===== config.mk =====
export PLATFORM = sky130hd
export DESIGN_NAME = radial_falloff_rgb565_blend
export DESIGN_NICKNAME = d
export VERILOG_FILES = /design/src/hdl/rfb_pkg.sv /design/src/hdl/rfb_dist.sv /design/src/hdl/rfb_alpha.sv /design/src/hdl/rfb_mix.sv /design/src/hdl/radial_falloff_rgb565_blend.sv
export VERILOG_INCLUDE_DIRS = /design/src /design/src/hdl
export SDC_FILE = /design/constraint.sdc
export NUM_CORES = 2
export LEC_CHECK = 0
export ABC_AREA = 0
export BUFFER_PORTS_ARGS = -buffer_cell sky130_fd_sc_hd__buf_2
export CAP_MARGIN = 20
export CORE_UTILIZATION = 55
export CTS_BUF_LIST = sky130_fd_sc_hd__clkbuf_4 sky130_fd_sc_hd__clkbuf_8 sky130_fd_sc_hd__clkbuf_16
export DETAILED_ROUTE_END_ITERATION = 7
export HOLD_SLACK_MARGIN = 0.08
export PLACE_DENSITY = 0.79
export SYNTH_ARGS = -nofsm -noshare
export SYNTH_HDL_FRONTEND = slang
export SYNTH_SLANG_ARGS = --single-unit

===== constraint.sdc =====
create_clock -name clk_i -period 7.9 [get_ports clk_i]
set_input_delay 0 -clock clk_i [delete_from_list [all_inputs] [get_ports clk_i]]
set_output_delay 0 -clock clk_i [all_outputs]
set_load 0.01 [all_outputs]

===== src/hdl/radial_falloff_rgb565_blend_defines.svh =====
// Assertion helpers for the falloff blend block.
`ifndef RADIAL_FALLOFF_RGB565_BLEND_DEFINES_SVH
`define RADIAL_FALLOFF_RGB565_BLEND_DEFINES_SVH

// Expression must hold at every clock edge out of reset.
`define RFB_ASSERT_ALWAYS(label, expr, msg) \
  label: assert property (@(posedge clk_i) disable iff (!rst_ni) (expr)) \
    else $error(msg);

// Antecedent in one cycle implies consequent in the next.
`define RFB_ASSERT_NEXT(label, ante, cons, msg) \
  label: assert property (@(posedge clk_i) disable iff (!rst_ni) (ante) |=> (cons)) \
    else $error(msg);

// Antecedent implies consequent in the same cycle.
`define RFB_ASSERT_IMPL(label, ante, cons, msg) \
  label: assert property (@(posedge clk_i) disable iff (!rst_ni) (ante) |-> (cons)) \
    else $error(msg);

`endif


===== src/hdl/rfb_pkg.sv =====
`default_nettype none

package rfb_pkg;

  localparam int X_BITS     = 9;
  localparam int R_BITS     = 17;
  localparam int T_BITS     = 17;
  localparam int T_SHIFT    = 18;
  localparam int Q_W        = T_BITS + 2;
  localparam int PIX_BITS   = 16;
  localparam int CFG_W      = 17;
  localparam int F_BITS     = 8;
  localparam int FULL_ALPHA = 256;
  localparam logic [15:0] ALPHA_MUL = 16'd39322;

  typedef enum logic [1:0] {
    CFG_CENTER_X     = 2'd0,
    CFG_RADIUS_SCALE = 2'd1,
    CFG_ROW_OFFSET   = 2'd2,
    CFG_LEAF_COLOR   = 2'd3
  } cfg_idx_e;

  typedef struct packed {
    logic                valid;
    logic [T_BITS-1:0]   t;
    logic [PIX_BITS-1:0] pixel;
  } dist_word_t;

  typedef struct packed {
    logic                valid;
    logic [F_BITS-1:0]   f;
    logic [PIX_BITS-1:0] pixel;
  } alpha_word_t;

endpackage

`default_nettype wire


===== src/hdl/rfb_dist.sv =====
`default_nettype none

module rfb_dist
  import rfb_pkg::*;
#(
  parameter int COORD_BITS = 9
) (
  input  wire logic                clk_i,
  input  wire logic                rst_ni,
  input  wire logic                valid_i,
  input  wire logic [X_BITS-1:0]   pixel_x_i,
  input  wire logic [PIX_BITS-1:0] pixel_in_i,
  input  wire logic [X_BITS-1:0]   center_x_i,
  input  wire logic [R_BITS-1:0]   radius_scale_i,
  output dist_word_t               dist_o
);

  localparam int XW = (COORD_BITS < X_BITS) ? COORD_BITS : X_BITS;
  localparam int PW = 2 * XW + R_BITS;

  logic                 s1_valid_q, s2_valid_q, s3_valid_q;
  logic signed [XW:0]   dx_d, dx_q;
  logic [PIX_BITS-1:0]  s1_pix_q, s2_pix_q, s3_pix_q;
  logic signed [2*XW+1:0] sq;
  logic [2*XW-1:0]      dx2_d, dx2_q;
  logic [PW-1:0]        prod;
  logic [T_BITS-1:0]    t_d, t_q;

  always_comb begin
    dx_d  = $signed({1'b0, pixel_x_i[XW-1:0]}) - $signed({1'b0, center_x_i[XW-1:0]});
    sq    = dx_q * dx_q;
    dx2_d = sq[2*XW-1:0];
    prod  = PW'(dx2_q) * PW'(radius_scale_i);
    t_d   = T_BITS'(prod >> T_SHIFT);
  end

  always_ff @(posedge clk_i or negedge rst_ni) begin
    if (!rst_ni) begin
      s1_valid_q <= 1'b0;
      s2_valid_q <= 1'b0;
      s3_valid_q <= 1'b0;
    end else begin
      s1_valid_q <= valid_i;
      s2_valid_q <= s1_valid_q;
      s3_valid_q <= s2_valid_q;
    end
  end

  always_ff @(posedge clk_i) begin
    dx_q     <= dx_d;
    s1_pix_q <= pixel_in_i;
    dx2_q    <= dx2_d;
    s2_pix_q <= s1_pix_q;
    t_q      <= t_d;
    s3_pix_q <= s2_pix_q;
  end

  assign dist_o.valid = s3_valid_q;
  assign dist_o.t     = t_q;
  assign dist_o.pixel = s3_pix_q;

endmodule

`default_nettype wire


===== src/hdl/rfb_alpha.sv =====
`default_nettype none

module rfb_alpha
  import rfb_pkg::*;
(
  input  wire logic              clk_i,
  input  wire logic              rst_ni,
  input  wire dist_word_t        dist_i,
  input  wire logic [X_BITS-1:0] row_offset_i,
  output alpha_word_t            alpha_o
);

  logic [Q_W-1:0]      q_full;
  logic [8:0]          q_clamp;
  logic [24:0]         prod;
  logic                valid_q;
  logic [F_BITS-1:0]   f_d, f_q;
  logic [PIX_BITS-1:0] pix_q;

  always_comb begin
    q_full  = Q_W'(FULL_ALPHA) - Q_W'(row_offset_i) - Q_W'(dist_i.t);
    // negative strength clamps to zero
    q_clamp = q_full[Q_W-1] ? 9'd0 : q_full[8:0];
    prod    = 25'(q_clamp) * 25'(ALPHA_MUL);
    f_d     = prod[23:16];
  end

  always_ff @(posedge clk_i or negedge rst_ni) begin
    if (!rst_ni) begin
      valid_q <= 1'b0;
    end else begin
      valid_q <= dist_i.valid;
    end
  end

  always_ff @(posedge clk_i) begin
    f_q   <= f_d;
    pix_q <= dist_i.pixel;
  end

  assign alpha_o.valid = valid_q;
  assign alpha_o.f     = f_q;
  assign alpha_o.pixel = pix_q;

endmodule

`default_nettype wire


===== src/hdl/rfb_mix.sv =====
`default_nettype none

module rfb_mix
  import rfb_pkg::*;
(
  input  wire logic                clk_i,
  input  wire logic                rst_ni,
  input  wire alpha_word_t         alpha_i,
  input  wire logic [PIX_BITS-1:0] leaf_color_i,
  output logic                     out_valid_o,
  output logic [PIX_BITS-1:0]      pixel_out_o
);

  function automatic logic [5:0] mix_ch(input logic [5:0] c, input logic [5:0] l,
                                        input logic [8:0] g, input logic [7:0] f);
    logic [14:0] acc;
    acc = 15'(c) * 15'(g) + 15'(l) * 15'(f);
    return acc[13:8];
  endfunction

  logic [8:0]          g;
  logic [5:0]          r_mix, g_mix, b_mix;
  logic                valid_q;
  logic [PIX_BITS-1:0] pix_d, pix_q;

  always_comb begin
    g     = 9'(FULL_ALPHA) - {1'b0, alpha_i.f};
    r_mix = mix_ch({1'b0, alpha_i.pixel[15:11]}, {1'b0, leaf_color_i[15:11]}, g, alpha_i.f);
    g_mix = mix_ch(alpha_i.pixel[10:5], leaf_color_i[10:5], g, alpha_i.f);
    b_mix = mix_ch({1'b0, alpha_i.pixel[4:0]}, {1'b0, leaf_color_i[4:0]}, g, alpha_i.f);
    pix_d = {r_mix[4:0], g_mix, b_mix[4:0]};
  end

  always_ff @(posedge clk_i or negedge rst_ni) begin
    if (!rst_ni) begin
      valid_q <= 1'b0;
    end else begin
      valid_q <= alpha_i.valid;
    end
  end

  always_ff @(posedge clk_i) begin
    pix_q <= pix_d;
  end

  assign out_valid_o = valid_q;
  assign pixel_out_o = pix_q;

endmodule

`default_nettype wire


===== src/hdl/radial_falloff_rgb565_blend.sv =====
// An accepted word passes through the register stages listed below and is then strobed on out_valid_o.
// Throughput: one word per clock; five register stages (distance, square, scale,
// alpha multiply, channel blend), so start may stay high every cycle and busy is never set.
// Reset clears the stage valid bits and all configuration registers to zero.
// The receiver cannot stall; each result is present for exactly one cycle.
`default_nettype none

`include "radial_falloff_rgb565_blend_defines.svh"

module radial_falloff_rgb565_blend
  import rfb_pkg::*;
#(
  parameter int COORD_BITS = 9
) (
  input  wire logic                clk_i,
  input  wire logic                rst_ni,
  input  wire logic                start,
  output logic                     busy,
  input  wire logic [X_BITS-1:0]   pixel_x_i,
  input  wire logic [PIX_BITS-1:0] pixel_in_i,
  output logic                     out_valid_o,
  output logic [PIX_BITS-1:0]      pixel_out_o,
  input  wire logic                cfg_we_i,
  input  wire logic [1:0]          cfg_idx_i,
  input  wire logic [CFG_W-1:0]    cfg_data_i
);

  logic [X_BITS-1:0]   center_x_q, row_offset_q;
  logic [R_BITS-1:0]   radius_scale_q;
  logic [PIX_BITS-1:0] leaf_color_q;
  dist_word_t          dist_w;
  alpha_word_t         alpha_w;

  assign busy = 1'b0;

  always_ff @(posedge clk_i or negedge rst_ni) begin
    if (!rst_ni) begin
      center_x_q     <= '0;
      radius_scale_q <= '0;
      row_offset_q   <= '0;
      leaf_color_q   <= '0;
    end else if (cfg_we_i) begin
      case (cfg_idx_e'(cfg_idx_i))
        CFG_CENTER_X:     center_x_q     <= cfg_data_i[X_BITS-1:0];
        CFG_RADIUS_SCALE: radius_scale_q <= cfg_data_i[R_BITS-1:0];
        CFG_ROW_OFFSET:   row_offset_q   <= cfg_data_i[X_BITS-1:0];
        CFG_LEAF_COLOR:   leaf_color_q   <= cfg_data_i[PIX_BITS-1:0];
        default: ;
      endcase
    end
  end

  rfb_dist #(
    .COORD_BITS(COORD_BITS)
  ) u_dist (
    .clk_i          (clk_i),
    .rst_ni         (rst_ni),
    .valid_i        (start && !busy),
    .pixel_x_i      (pixel_x_i),
    .pixel_in_i     (pixel_in_i),
    .center_x_i     (center_x_q),
    .radius_scale_i (radius_scale_q),
    .dist_o         (dist_w)
  );

  rfb_alpha u_alpha (
    .clk_i        (clk_i),
    .rst_ni       (rst_ni),
    .dist_i       (dist_w),
    .row_offset_i (row_offset_q),
    .alpha_o      (alpha_w)
  );

  rfb_mix u_mix (
    .clk_i        (clk_i),
    .rst_ni       (rst_ni),
    .alpha_i      (alpha_w),
    .leaf_color_i (leaf_color_q),
    .out_valid_o  (out_valid_o),
    .pixel_out_o  (pixel_out_o)
  );

  `RFB_ASSERT_ALWAYS(a_out_follows_alpha, out_valid_o == $past(alpha_w.valid), "strobe lost")
  `RFB_ASSERT_IMPL(a_alpha_follows_dist, alpha_w.valid, $past(dist_w.valid), "alpha word invented")
  `RFB_ASSERT_NEXT(a_zero_alpha_pass, alpha_w.valid && (alpha_w.f == '0), out_valid_o && (pixel_out_o == $past(alpha_w.pixel)), "zero alpha must pass pixel")

endmodule

`default_nettype wire

==> flow_summary_export.csv <==
group,metric,value,unit
worst_setup_path,worstSetupPathType,"register to register",
synth,syn_avg_cell_area,9.510,µm²
place,gp_congestion,0.8915,
global_route,grt_pass1_vias,21747,
timing,clock_skew,14.31,ps
synth,ys_types,49,
place,dpl_cell_area,28310,µm²
timing,layout_min_cycle_time,7123,ps
global_route,overflow,0,
final_layout,synthToLayoutAreaGrowth,7.880,%
synth,ys.flop_type,"dfxtp_1",
final_layout,final_cells,3621,
clock_network,cts_tree,"done",
synth,synth_top_cells_by_count,"635 x inv_1, 507 x fa_1, 408 x nand2_1",
place,port_buffers,64,
timing,timing.final.max_slew_violations,0,
timing,period_share,90.17,%
detailed_routing,firstDrtPassIters,5,
die,die_y,225.2,µm
min_path,hp-class,"primary input to register",
clock_network,cts_buffer_depth,2,
worst_setup_path,setup.worst_path.start_class,"register",
detailed_routing,drtAntennaViolNets,0,
place,dpl.hpwl,49210,µm
final_layout,post-route-cell-area,29550,µm²
worst_setup_path,critPathMaxFanout,8,
synth,synth_top_area_share,37.06,%
timing,max_slew.worst_pin.slew,972.1,ps
final_layout,diodes,0,
worst_setup_path,worst_setup_path_end_kind,"register",
final_layout,nNetsFinal,3832,
die,start_util,55.84,%
clock_network,cts_root_buf,"clkbuf_16",
flow_run,drv_cap,0,
timing,hold_viol,0,
global_route,grt_use_total,26.39,%
worst_setup_path,crit_arrival,7500,ps
die,core,49050,µm²
synth,synth-seq-area-share,14.76,%
worst_setup_path,cp.required,8270,ps
final_layout,num-fill-cells,4028,
clock_network,path_clk_slew,70,ps
detailed_routing,postRouteWirelength,62450,µm
final_layout,post-route-util,60.24,%
die,die_area,50700,µm²
timing,slew_headroom,35.19,%
global_route,grt_pass1_wl,104800,µm
clock_network,cts_setup_buffers,0,
die,row_count,81,
detailed_routing,highest_layer,"met4",
global_route,grt_max_degree,57,
clock_network,clk_latency,490,ps
synth,synth-edff-count,0,
detailed_routing,post-route-drc-count,0,
clock_network,clock-sinks,188,
timing,max_freq,140.4,MHz
place,dp_cells,3526,
detailed_routing,drt-vias-per-instance,5.332,
detailed_routing,initialDrtViolationCount,1031,
synth,syn_area,27390,µm²
die,fp.dieW,225.2,µm
synth,yosys-top-cells-area,"fa_1 37%, ha_1 15%, dfxtp_1 9.6%",
detailed_routing,routed-wl-met3,3610,µm
detailed_routing,wl_met2,31860,µm
global_route,antenna_found_initial,0,
synth,ys_async_sr_fraction,29.79,%
timing,rsz0062_at_grt,"false",
clock_network,numCtsBuffers,17,
detailed_routing,dr_total_vias,19308,
final_layout,drive_gt1_share,5.783,%
die,io_pins,66,
synth,syn_inst,2880,
clock_network,ctsHtreeMaxLevel,4,
synth,synth_most_common_cell,"inv_1",
detailed_routing,detail_route.wl_per_cell,17.25,µm
synth,synth_seq_cells,188,
synth,yosysWarnings,0,
detailed_routing,wl_met1,24630,µm
status,outcome,"finished clean",
timing,setup_viol,0,
timing,fin_setup_tns,0,ps
synth,yosysTopAreaCell,"fa_1",
## timing repair
action                                 4_1_cts  5_1_grt
setup endpoints to repair                    0        3
endpoints found under the hold margin      134        0
resized for setup                            0        3
hold buffers                                63        0
## cell usage in the layout, fill, tap and decap left out, types with 13 or more instances in the layout
cell type and n:
dlygate4sd3_1 63, a21oi_1 52, clkbuf_16 17, nand2_1 408, inv_1 635, buf_2 64, mux2_2 44, buf_4 21
xor2_1 29, nor3_1 20, dfxtp_1 132, nand3_1 13, dfrtp_1 56, xnor2_1 78, nor2_1 60, o21ai_0 34
ha_1 333, a21o_1 36, and2_1 229, fa_1 507
## flip-flops by register name (all words and copies together) (netlist names), 8 cells and up
name               count
radius_scale_q        17
u_alpha.f_q            8
leaf_color_q          16
u_mix.pixel_out_o     16
u_dist.s2_pix_q       16
u_alpha.pix_q         16
center_x_q             9
u_dist.dx2_q          17
u_dist.t_q            17
u_dist.s1_pix_q       16
row_offset_q           9
u_dist.dx_q           10
u_dist.s3_pix_q       16
## worst max-delay path, stage by stage, from the launching register on
cell       delay (ps)
dfrtp_1           410
or4_4             570
nor3_2            140
a21boi_1          240
ha_1              360
a21o_1            160
a21oi_1           160
nor2b_1            80
a2111oi_2         450
a31oi_1           300
nand2_1           190
inv_1             100
ha_1              230
fa_1              620
inv_1              70
fa_1              480
inv_1              50
fa_1              470
ha_1              320
nand2_1            60
o21ai_0           260
a21oi_1           170
a21oi_1           290
nand3_1           170
a311oi_2          350
a31oi_1           160
xnor2_1           140
## area by class of cell
type | instances | area, µm² | share of cell area [%]
timing repair buffer | 148 | 1109 | 3.752
clock buffer | 17 | 425.4 | 1.440
multi-input combinational | 1953 | 20580 | 69.65
sequential | 188 | 4044 | 13.69
tap | 664 | 830.8 | 2.812
clock inverter | 15 | 171.4 | 0.5801
inverter | 636 | 2387 | 8.079
## routing by layer
layer | vias to the layer above | track usage [%]
li1 | 8706 | -
met1 | 9781 | 31.83
met3 | 163 | 4.042
met5 | - | 0
met4 | 0 | 10.66
met2 | 658 | 47.02
## kinds of logic (layout without fill, tap and decap cells)
logic type,count (synthesis),after routing,synth area share (%)
adder cells (fa/ha/maj),840,840,52.27
AND/OR/NAND/NOR,780,780,13.49
buffers and inverters,745,816,10.22
flip-flops,188,188,14.76
AO/OA/AOI/OAI,174,174,3.993
XOR/XNOR,107,107,3.422
multiplexers,44,44,1.809
other,2,8,0.02742
## metrics by stage
stage	setup slack [ps]	hold slack, ps
6_report	776.8	136.3
5_1_grt	140.8	148.8
4_1_cts	375.5	81.22
3_5_place_dp	428.3	103.6
3_3_place_gp	693.3	101.9
2_1_floorplan	1412	-295.6
## path summary, 6_finish.rpt
kind | from | endpoint | slack (ps) | cells past startpoint
setup / recovery | row_offset_q[5] | u_alpha.f_q[7] | 780 | 26
hold / removal | cfg_idx_i[1] | center_x_q[8] | 140 | 4
setup reg to reg | row_offset_q[5] | u_alpha.f_q[7] | 780 | 26
hold reg to reg | u_dist.s2_pix_q[8] | u_dist.s3_pix_q[8] | 320 | 0
max in group asynchronous | rst_ni | radius_scale_q[7] | 7180 | 3
min in group asynchronous | rst_ni | u_mix.out_valid_o | 200 | 3
Power is not shown: default switching activity piles up to over one toggle a cycle in this logic, so the estimate is an artifact.
